<file path="config.mk">
export PLATFORM = sky130hd
export DESIGN_NAME = rnlc_out_buf
export DESIGN_NICKNAME = d
export VERILOG_FILES = /design/src/hw/rtl/rnlc_pkg.sv /design/src/hw/rtl/rnlc_out_buf.sv
export SDC_FILE = /design/constraint.sdc
export NUM_CORES = 1
export LEC_CHECK = 0
export BUFFER_PORTS_ARGS = -buffer_cell sky130_fd_sc_hd__buf_2
export CAP_MARGIN = 20
export CORE_AREA = 2 2 39 41
export DETAILED_ROUTE_END_ITERATION = 10
export DIE_AREA = 0 0 41 43
export GPL_TIMING_DRIVEN = 0
export PLACE_DENSITY_LB_ADDON = 0.3
export SYNTH_ARGS = -nofsm -noshare
export SYNTH_HDL_FRONTEND = slang
export SYNTH_SLANG_ARGS = --single-unit
</file>
<file path="constraint.sdc">
create_clock -name aclk -period 1 [get_ports aclk]
set_input_delay 0.1 -clock aclk [delete_from_list [all_inputs] [get_ports aclk]]
set_output_delay 0.1 -clock aclk [all_outputs]
set_load 0.01 [all_outputs]
</file>
<file path="src/hw/rtl/rnlc_pkg.sv">
// Shared types, state codes, character codes and the transition function
// of the real-number literal recognizer. No dependencies.
package rnlc_pkg;

    typedef logic [3:0] state_t;
    typedef logic [7:0] char_t;

    localparam state_t ST_START   = 4'd0;
    localparam state_t ST_DEAD    = 4'd1;
    localparam state_t ST_SIGN    = 4'd2;
    localparam state_t ST_INT     = 4'd3;
    localparam state_t ST_ZERO    = 4'd4;
    localparam state_t ST_POINT   = 4'd5;
    localparam state_t ST_FRAC    = 4'd6;
    localparam state_t ST_EXPMARK = 4'd7;
    localparam state_t ST_EXPSIGN = 4'd8;
    localparam state_t ST_EXPNUM  = 4'd9;

    localparam char_t CH_POINT = 8'h2E;
    localparam char_t CH_UPPER_E = 8'h45;
    localparam char_t CH_LOWER_E = 8'h65;
    localparam char_t CH_PLUS  = 8'h2B;
    localparam char_t CH_MINUS = 8'h2D;
    localparam char_t CH_ZERO  = 8'h30;
    localparam char_t CH_ONE   = 8'h31;
    localparam char_t CH_NINE  = 8'h39;

    // Verdict pushed from the recognizer into the output buffer.
    typedef struct packed {
        logic vld;
        logic accepted;
    } result_t;

    function automatic state_t next_state(input state_t s, input char_t c);
        logic digit;
        logic lead;
        logic sign;
        logic expo;
        logic point;
        logic zero;
        state_t n;
        digit = (c >= CH_ZERO) && (c <= CH_NINE);
        lead  = (c >= CH_ONE) && (c <= CH_NINE);
        sign  = (c == CH_PLUS) || (c == CH_MINUS);
        expo  = (c == CH_UPPER_E) || (c == CH_LOWER_E);
        point = (c == CH_POINT);
        zero  = (c == CH_ZERO);
        n = ST_DEAD;
        case (s)
            ST_START: begin
                if (lead)      n = ST_INT;
                else if (sign) n = ST_SIGN;
                else if (zero) n = ST_ZERO;
            end
            ST_SIGN: begin
                if (lead)      n = ST_INT;
                else if (zero) n = ST_ZERO;
            end
            ST_INT: begin
                if (point)      n = ST_POINT;
                else if (expo)  n = ST_EXPMARK;
                else if (digit) n = ST_INT;
            end
            ST_ZERO: begin
                if (point) n = ST_POINT;
            end
            ST_POINT: begin
                if (digit) n = ST_FRAC;
            end
            ST_FRAC: begin
                if (expo)       n = ST_EXPMARK;
                else if (digit) n = ST_FRAC;
            end
            ST_EXPMARK: begin
                if (sign)      n = ST_EXPSIGN;
                else if (lead) n = ST_EXPNUM;
            end
            ST_EXPSIGN: begin
                if (lead) n = ST_EXPNUM;
            end
            ST_EXPNUM: begin
                if (digit) n = ST_EXPNUM;
            end
            default: begin
                n = ST_DEAD;
            end
        endcase
        return n;
    endfunction

    function automatic logic is_final(input state_t s);
        return (s == ST_INT) || (s == ST_ZERO) || (s == ST_FRAC) || (s == ST_EXPNUM);
    endfunction

endpackage

</file>
<file path="src/hw/rtl/rnlc_out_buf.sv">
// Output register with a skid entry for the verdict channel.
// Uses rnlc_pkg::result_t.
module rnlc_out_buf (
    input  logic              aclk,
    input  logic              aresetn,
    input  rnlc_pkg::result_t push,
    output logic              room,
    output logic              m_valid,
    input  logic              m_ready,
    output logic              m_accepted
);

    logic out_vld_reg;
    logic out_vld_next;
    logic out_acc_reg;
    logic out_acc_next;
    logic skid_vld_reg;
    logic skid_vld_next;
    logic skid_acc_reg;
    logic skid_acc_next;
    logic pop;

    assign pop        = out_vld_reg && m_ready;
    assign room       = !skid_vld_reg;
    assign m_valid    = out_vld_reg;
    assign m_accepted = out_acc_reg;

    always_comb begin
        out_vld_next  = out_vld_reg;
        out_acc_next  = out_acc_reg;
        skid_vld_next = skid_vld_reg;
        skid_acc_next = skid_acc_reg;
        if (skid_vld_reg) begin
            // no push while skid is full
            if (pop) begin
                out_acc_next  = skid_acc_reg;
                skid_vld_next = 1'b0;
            end
        end else if (push.vld) begin
            if (!out_vld_reg || pop) begin
                out_vld_next = 1'b1;
                out_acc_next = push.accepted;
            end else begin
                skid_vld_next = 1'b1;
                skid_acc_next = push.accepted;
            end
        end else if (pop) begin
            out_vld_next = 1'b0;
        end
    end

    always_ff @(posedge aclk) begin
        if (!aresetn) begin
            out_vld_reg  <= 1'b0;
            skid_vld_reg <= 1'b0;
        end else begin
            out_vld_reg  <= out_vld_next;
            skid_vld_reg <= skid_vld_next;
        end
        out_acc_reg  <= out_acc_next;
        skid_acc_reg <= skid_acc_next;
    end

endmodule

</file>
Yosys cells after proc, flatten, opt, wreduce, memory -nomap -nowiden. Index checks and enable logic that the tools add are counted.

Output and inout port bits: 3. Bits of input ports: 5. Bits in registers: 4. Logic and storage cells: 29.

Bitwise operators: 2. Muxes and demuxes: 11. Reduce and logical (&&, ||, !) cells: 10. Equality and inequality tests: 2.

Operators with widths (count): $mux W1 (11); $reduce_and A3 Y1 (3); $reduce_bool A2 Y1 (3); $ne A2 B1 Y1 const B (2); $logic_not A1 Y1 (2); $not A1 Y1 (2); $logic_and A1 B1 Y1 (1); $logic_or A1 B1 Y1 (1).

Depth between registers and ports, before layout. Gate-level depths: netlist (run 1).

Word-level depth: 5. Depth in mapped cells: 2. Gate-level depth less buffers: 2.

Worst setup path after synthesis (run 1). No wires, ideal clock.

Path kind: register to register. From: register skid_vld_reg. To: register out_acc_reg (netlist: m_accepted), data pin. Stages on the path, launching flop included: 2. Arrival time: 0.719 ns. Path slack: 0.022 ns. Cells stage by stage: dfxtp_1 -> mux2_2.

Cells in the longest elaborated chain, start to end: 1.

RTL lines: from (decl) (RTL line rnlc_out_buf.sv:17) `logic skid_vld_reg;`; from (signal assigned) (RTL line rnlc_out_buf.sv:58) `skid_vld_reg <= skid_vld_next;`; $mux W1 (RTL line rnlc_out_buf.sv:33) `if (skid_vld_reg) begin`; named net out_acc_next (RTL line rnlc_out_buf.sv:16) `logic out_acc_next;`; to (signal assigned) (RTL line rnlc_out_buf.sv:60) `out_acc_reg <= out_acc_next;`; to (decl) (RTL line rnlc_out_buf.sv:15) `logic out_acc_reg;`.

The timed path passes the listed nets, and every way through them passes these cells. A chain may end at the register's enable or synchronous reset.

Worst setup path after layout (run 1). Ends and elaborated chain as after synthesis.

==> flow_summary.yaml, run 1 <==
outcome:
  outcome: "finished clean"
cells_and_area:
  area_growth_pct: 46.2
  final_area_sq_um: 265
  antenna_cells: 0
  nets: 34
  drive_gt1_frac: 0.464
detailed_routing:
  dr_wl_met3_um: 66
  drt-met1-wl_um: 170
  drt-wirelength-per-cell_um: 8.50
  routed.top_layer: "met3"
  drt-vias-per-instance: 3.66
  drt_wl_total_um: 374
  drt_pre_antenna_iters: 1
  drt-initial-drc-count: 0
  route.detailed.drc: 0
  wl_met2_um: 137
  ant_nets: 0
  num_vias: 161
yosys:
  ys_types: 12
  yosys_warnings: 0
  synthFlopType: "edfxtp_1"
  yosysTopAreaCellShare: 0.331
  synth-seq-cells: 4
  synth_top_family_by_area: "simple AND/OR/NAND/NOR gates"
  syn_inst: 17
  synth.most_common_cell: "inv_1"
  synth_edf_count: 2
  synth_common_cells: "inv_1, a21oi_1, dfxtp_1, edfxtp_1"
  synthAdderAreaFrac: 0
  synth_area_leaders: "edfxtp_1, dfxtp_1, inv_1"
  netlist_area_sq_um: 181
  synth_top_area_cell: "edfxtp_1"
  synth-seq-area-share: 0.552
  synthXorXnorAreaFrac: 0
  synth_compound_area_frac: 0.124
  synthArstFlopShare: 0
  synth_simple_gate_area_share: 0.145
  mappedNetlistNets: 22
  synthMuxAreaShare: 0.117
  syn_area_per_cell_sq_um: 10.7
power:
  power_density_nw_per_um2: 1770
  p_leak_uw: 0.000110
  power_uw: 470
  vdd_ir_drop_max_mv: 0.593
timing:
  tns_ps: 0
  maxSlewViolCount: 0
  finalClockSkew_ps: 12.2
  finalCritPeriodShare: 0.946
  relSlewSlack: 0.863
  setup_viol: 0
  fmax_ghz: 1.06
  layout_min_cycle_time_ps: 946
  hold_violations: 0
  worstMarginPinSlew_ps: 205
  rsz0062_at_grt: "false"
floorplanning:
  initial_utilization: 0.131
  ios: 8
  core_sq_um: 1380
  die_h_um: 43
  rows: 14
  die-area_sq_um: 1760
  dieWidth_um: 41
global_routing:
  antenna_found_initial: 0
  grt_max_degree: 8
  grt.total_usage: 0.0612
  grt_pass1_vias: 169
  grt_pass1_wl_um: 641
  overflow: 0
critical_path:
  slowest_delay_ps: 370
  crit_slowest_cell: "dfxtp_2"
  crit_family: "flip-flops"
  path_cells: "mux2_2"
  required_ps: 990
  worstSetupEndpointType: "flop"
  worst-endpoint-arrival_ps: 940
  critPathMaxFanout: 6
  crit_path_start_kind: "flop"
  cp_num_buf_inv: 0
  path_class: "flop to flop"
place:
  place_area_sq_um: 236
  gp_congestion: 0.609
  io_buffers: 7
min_path:
  holdCritPathClass: "input port to flop"
clock_network:
  clock_latency_ps: 240
  cts_tree: "built"
  clock_sinks: 4
  post_cts.repair.setup_buffers: 0
  clockBufferDepth: 2
  path_clk_slew_ps: 40
  cts_buffers: 3
  htreeDepth: 1
  cts-root-buf: "clkbuf_4"
  ctsHoldBuffers: 0
flow_run:
  max_cap_viol_count: 0
through the flow:
stage	hold slack (ps)	std cells	utilization	setup WS, ps
floorplan	197	17	-	21.5
global placement	294	40	0.171	-11.3
detailed placement	298	40	0.171	-20.3
CTS	39.8	44	0.191	57.6
global route	34.0	44	0.192	37.0
finish	49.4	44	0.192	53.9
where the power goes:
part	leakage [uW]	internal (uW)	switching [uW]
combinational	0.0000593	25.8	23.8
clock	0.0000150	150	72.2
sequential	0.0000359	187	11.6
total	0.000110	363	108
routing by layer:
layer | GRT usage | vias up
li1 | - | 81
met5 | 0 | -
met3 | 0.0838 | 0
met1 | 0.0579 | 70
met4 | 0.0200 | 0
met2 | 0.0750 | 10
kinds of logic (layout without fill, tap and decap cells):
family	after synthesis	after routing
AOI/OAI and AO/OA	4	4
DFF	4	4
buffers and inverters	3	14
muxes	2	2
and+or+nand+nor	4	4
final timing paths:
| kind | startpoint | end | slack (ps) | depth (start not counted) |
|---|---|---|---|---|
| min reg2reg | m_valid | skid_vld_reg | 500 | 1 |
| max reg2reg | skid_vld_reg | m_accepted | 50 | 1 |
| max | skid_vld_reg | m_accepted | 50 | 1 |
| min | push[0] | skid_acc_reg | 50 | 1 |
cells in the final DEF (no fill, tap or decap):
cell type  count
a21oi_1        2
buf_2          7
edfxtp_1       2
mux2_2         1
mux2i_1        1
nor2b_1        1
and4_1         1
inv_1          3
clkbuf_1       1
o21ai_0        1
a211oi_1       1
nand3b_1       1
clkbuf_4       3
dfxtp_2        2
nand2_1        1
repair_timing:
item	in CTS	in global routing
gates cloned	0	0
setup endpoints to repair	1	1
resized for setup	1	1
layout make-up:
class,instances,area [sq um]
Clock buffer,4,26.3
Fill cell,152,1120
Inverter,3,11.3
Multi-Input combinational cell,10,70.1
Sequential cell,4,103
Tap cell,16,20.0
Timing Repair Buffer,7,35.0
No activity file was read; power rests on OpenSTA's default activity.
==> run 2: changes to the inputs <==
--- a/config.mk
+++ b/config.mk
@@ -11,7 +11,7 @@
 export DETAILED_ROUTE_END_ITERATION = 10
 export DIE_AREA = 0 0 41 43
 export GPL_TIMING_DRIVEN = 0
-export PLACE_DENSITY_LB_ADDON = 0.3
+export PLACE_DENSITY = 0.4
 export SYNTH_ARGS = -nofsm -noshare
 export SYNTH_HDL_FRONTEND = slang
 export SYNTH_SLANG_ARGS = --single-unit
==> flow_summary.yaml, run 2 (synthesis gave the netlist of run 1 again) <==
outcome:
  outcome: "finished clean"
power:
  power_density_nw_per_um2: 1720
  vdd_ir_drop_max_mv: 0.379
  p_leak_uw: 0.000109
clock_network:
  clock_sinks: 4
  post_cts.repair.setup_buffers: 0
  cts-root-buf: "clkbuf_4"
  ctsHoldBuffers: 0
  cts_buffers: 3
  cts_tree: "built"
  path_clk_slew_ps: 40
  ctsResizeCount: 1
  clock_latency_ps: 230
  htreeDepth: 1
  clockBufferDepth: 2
detailed_routing:
  drt-wirelength-per-cell_um: 8.74
  num_vias: 161
  ant_nets: 0
  drt_pre_antenna_iters: 2
  drt-initial-drc-count: 1
  route.detailed.drc: 0
  drt_wl_total_um: 376
  drt-vias-per-instance: 3.74
cells_and_area:
  area_growth_pct: 43.4
  antenna_cells: 0
  layout_common_cells: "buf_2, inv_1, clkbuf_4, a21oi_1, edfxtp_1"
  drive_gt1_frac: 0.444
  nets: 34
  final_common_cell: "buf_2"
flow_run:
  max_cap_viol_count: 0
critical_path:
  path_class: "flop to flop"
  required_ps: 980
  worst-endpoint-arrival_ps: 950
  crit_path_start_kind: "flop"
  worst-path-stages: 1
  slowest_delay_ps: 380
  cp_num_buf_inv: 0
  crit_slowest_cell: "dfxtp_2"
  reg2reg_depth: 1
  critPathMaxFanout: 6
  path_cells: "mux2_2"
  crit_family: "flip-flops"
  worstSetupEndpointType: "flop"
timing:
  relSlewSlack: 0.869
  fmax_ghz: 1.03
  setup_viol: 0
  hold_violations: 0
  finalClockSkew_ps: 2.28
  maxSlewViolCount: 0
  tns_ps: 0
  rsz0062_at_grt: "false"
  hold_ws_ps: 56.8
  finalCritPeriodShare: 0.968
  layout_min_cycle_time_ps: 968
  worstMarginPinSlew_ps: 197
  setup_ws_ps: 31.6
global_routing:
  grt_max_degree: 8
  overflow: 0
  grt_pass1_wl_um: 586
  grt.total_usage: 0.0564
  grt_pass1_vias: 149
  antenna_found_initial: 0
floorplanning:
  die_h_um: 43
  dieWidth_um: 41
  die-area_sq_um: 1760
  core_sq_um: 1380
  rows: 14
  ios: 8
  initial_utilization: 0.131
place:
  dpl.hpwl_um: 282
  place_ws_ps: -28.6
  io_buffers: 7
  gp_congestion: 0.620
min_path:
  holdCritPathClass: "input port to flop"
  holdPathStages: 1
## run 2: cell count changes in the layout (fill, tap and decap cells not counted), sizes merged
| cell | before | now |
|---|---|---|
| clkbuf | 4 | 3 |
## run 2: area by class of cell
class,count,area (sq um)
Tap cell,16,20.0
Clock buffer,3,22.5
Fill cell,155,1120
Sequential cell,4,101
Multi-Input combinational cell,10,70.1
Timing Repair Buffer,7,35.0
Inverter,3,11.3
## run 2: final timing paths
| kind | from | to | slack (ps) |
|---|---|---|---|
| worst max-delay path | skid_vld_reg | m_accepted | 30 |
| worst max register to register | skid_vld_reg | m_accepted | 30 |
| worst min register to register | m_valid | skid_vld_reg | 550 |
| worst min-delay path | push[0] | skid_acc_reg | 60 |
## run 2: where the power goes
group / internal [uW] / total, uW / switching (uW)
clock network: 134 / 200 / 65.4
logic: 25.8 / 50.4 / 24.6
registers: 186 / 198 / 11.3
total: 346 / 448 / 101
## run 2: through the flow
step	cell area, sq um	utilization	instances	power (uW)
final	260	0.188	43	448
after global placement	236	0.171	40	246
after detailed placement	236	0.171	40	250
after floorplan	181	-	17	224
after CTS	260	0.188	43	462
after global routing	260	0.188	43	478
## run 2: routing by layer
metal | vias up | track usage | wire length, um
li1 | 81 | - | -
met1 | 72 | 0.0617 | 166
met2 | 8 | 0.0563 | 155
met3 | 0 | 0.0524 | 54
met4 | 0 | 0.0600 | 0
met5 | - | 0 | 0
==> run 3: changes to the inputs <==
--- a/config.mk
+++ b/config.mk
@@ -5,13 +5,14 @@
 export SDC_FILE = /design/constraint.sdc
 export NUM_CORES = 1
 export LEC_CHECK = 0
+export ABC_AREA = 1
 export BUFFER_PORTS_ARGS = -buffer_cell sky130_fd_sc_hd__buf_2
 export CAP_MARGIN = 20
 export CORE_AREA = 2 2 39 41
 export DETAILED_ROUTE_END_ITERATION = 10
 export DIE_AREA = 0 0 41 43
 export GPL_TIMING_DRIVEN = 0
-export PLACE_DENSITY = 0.4
+export PLACE_DENSITY = 0.41
 export SYNTH_ARGS = -nofsm -noshare
 export SYNTH_HDL_FRONTEND = slang
 export SYNTH_SLANG_ARGS = --single-unit
==> flow_summary.yaml, run 3 <==
critical_path:
  worst-endpoint-arrival_ps: 900
  crit_path_start_kind: "flop"
  path_class: "flop to flop"
  required_ps: 940
  critPathMaxFanout: 5
  worstSetupEndpointType: "flop"
detailed_routing:
  num_vias: 185
  drt_wl_total_um: 413
  drt-initial-drc-count: 2
  route.detailed.drc: 0
  ant_nets: 0
  drt_pre_antenna_iters: 4
  drt-wirelength-per-cell_um: 7.94
  drt-vias-per-instance: 3.56
timing:
  finalClockSkew_ps: 4.54
  setup_viol: 0
  hold_violations: 0
  maxSlewViolCount: 0
  finalCritPeriodShare: 0.961
  layout_min_cycle_time_ps: 961
  relSlewSlack: 0.887
  tns_ps: 0
  fmax_ghz: 1.04
  setup_ws_ps: 39.0
  rsz0062_at_grt: "false"
  worstMarginPinSlew_ps: 169
yosys:
  synth.most_common_cell: "nand2_1"
  syn_inst: 26
  synth_top_area_cell: "edfxtp_1"
  synth_edf_count: 2
  synthArstFlopShare: 0
  synth-seq-cells: 4
  ys_types: 9
  syn_area_per_cell_sq_um: 7.22
  synth-seq-area-share: 0.533
  synthFlopType: "edfxtp_1"
  yosysTopAreaCellShare: 0.320
  synth_common_cells: "nand2_1, nor2_1, inv_1"
  mappedNetlistNets: 31
  synth_area_leaders: "edfxtp_1, dfxtp_1, nand2_1"
  netlist_area_sq_um: 188
  yosys_warnings: 0
clock_network:
  clock_sinks: 4
  clockBufferDepth: 2
  cts_tree: "built"
  cts-root-buf: "clkbuf_4"
  path_clk_slew_ps: 40
  clock_latency_ps: 240
  cts_buffers: 3
  htreeDepth: 1
  post_cts.repair.setup_buffers: 0
floorplanning:
  dieWidth_um: 41
  rows: 14
  die-area_sq_um: 1760
  core_sq_um: 1380
  initial_utilization: 0.136
  ios: 8
  die_h_um: 43
global_routing:
  grt_max_degree: 6
  antenna_found_initial: 0
  grt.total_usage: 0.0572
  overflow: 0
  grt_pass1_wl_um: 600
  grt_pass1_vias: 161
cells_and_area:
  area_growth_pct: 42.0
  nets: 43
  layout_common_cells: "nand2_1, buf_2, nor2_1, inv_1, clkbuf_4"
  fillers: 171
  antenna_cells: 0
  fin_util: 0.193
  drive_gt1_frac: 0.361
  final_common_cell: "nand2_1"
power:
  p_leak_uw: 0.000137
  vdd_ir_drop_max_mv: 0.414
  power_density_nw_per_um2: 1700
place:
  gp_congestion: 0.678
  io_buffers: 7
  place_ws_ps: -2.98
  dpl.hpwl_um: 329
flow_run:
  max_cap_viol_count: 0
outcome:
  outcome: "finished clean"
min_path:
  holdCritPathClass: "input port to flop"
-- run 3: changes by cell type after synthesis, sizes merged, moves of 2 or more --
cell and change:
nand2 +9, a21oi -2, inv +2, nor2 +5
-- run 3: final cells by class --
type,count,area (sq um),area share
sequential,4,101,0.380
tap,16,20.0,0.0751
multi-input combinational,17,68.8,0.258
inverter,5,18.8,0.0704
clock buffer,3,22.5,0.0845
timing repair buffer,7,35.0,0.131
-- run 3: metrics by stage --
stage | instances | hold WS [ps] | total power (uW) | instance area (sq um)
2_1_floorplan | 26 | 199 | 227 | 188
3_3_place_gp | 49 | 300 | 251 | 243
3_5_place_dp | 49 | 307 | 251 | 243
4_1_cts | 52 | 55.9 | 466 | 267
5_1_grt | 52 | 55.0 | 481 | 267
6_report | 52 | 60.5 | 452 | 267
-- run 3: per-layer routing --
layer,vias up,track usage,share of wire
li1,98,-,-
met1,79,0.0514,0.44
met2,6,0.0719,0.45
met3,2,0.0314,0.090
met4,0,0.0800,0.017
met5,-,0,0
-- run 3: final timing paths --
path           startpoint           end  slack, ps  cells past startpoint
max               m_valid    m_accepted         40                      4
min               push[0]  skid_acc_reg         60                      1
max reg2reg       m_valid    m_accepted         40                      4
min reg2reg  skid_acc_reg    m_accepted        540                      2
-- run 3: power by group --
group	switching [uW]	leakage [uW]	internal (uW)	total, uW
logic	31.4	0.0000873	23.4	54.9
registers	7.22	0.0000358	185	193
clock network	69.8	0.0000138	135	204
-- run 3: cell families after synthesis --
family                 Yosys count  synth area share
flip-flops                       4             0.533
buffers and inverters            5             0.100
AO/OA/AOI/OAI                    1            0.0266
AND/OR/NAND/NOR                 16             0.340
-- run 3: worst max-delay path, stage by stage (launching register included) --
cell	delay (ps)
dfxtp_1	370
inv_1	70
nand2_1	70
nand2_1	60
nor2_1	100
-- run 3: repair_timing --
item,CTS,global route
endpoints found under the setup margin,1,0
gates resized for setup,1,0
hold buffers,0,0
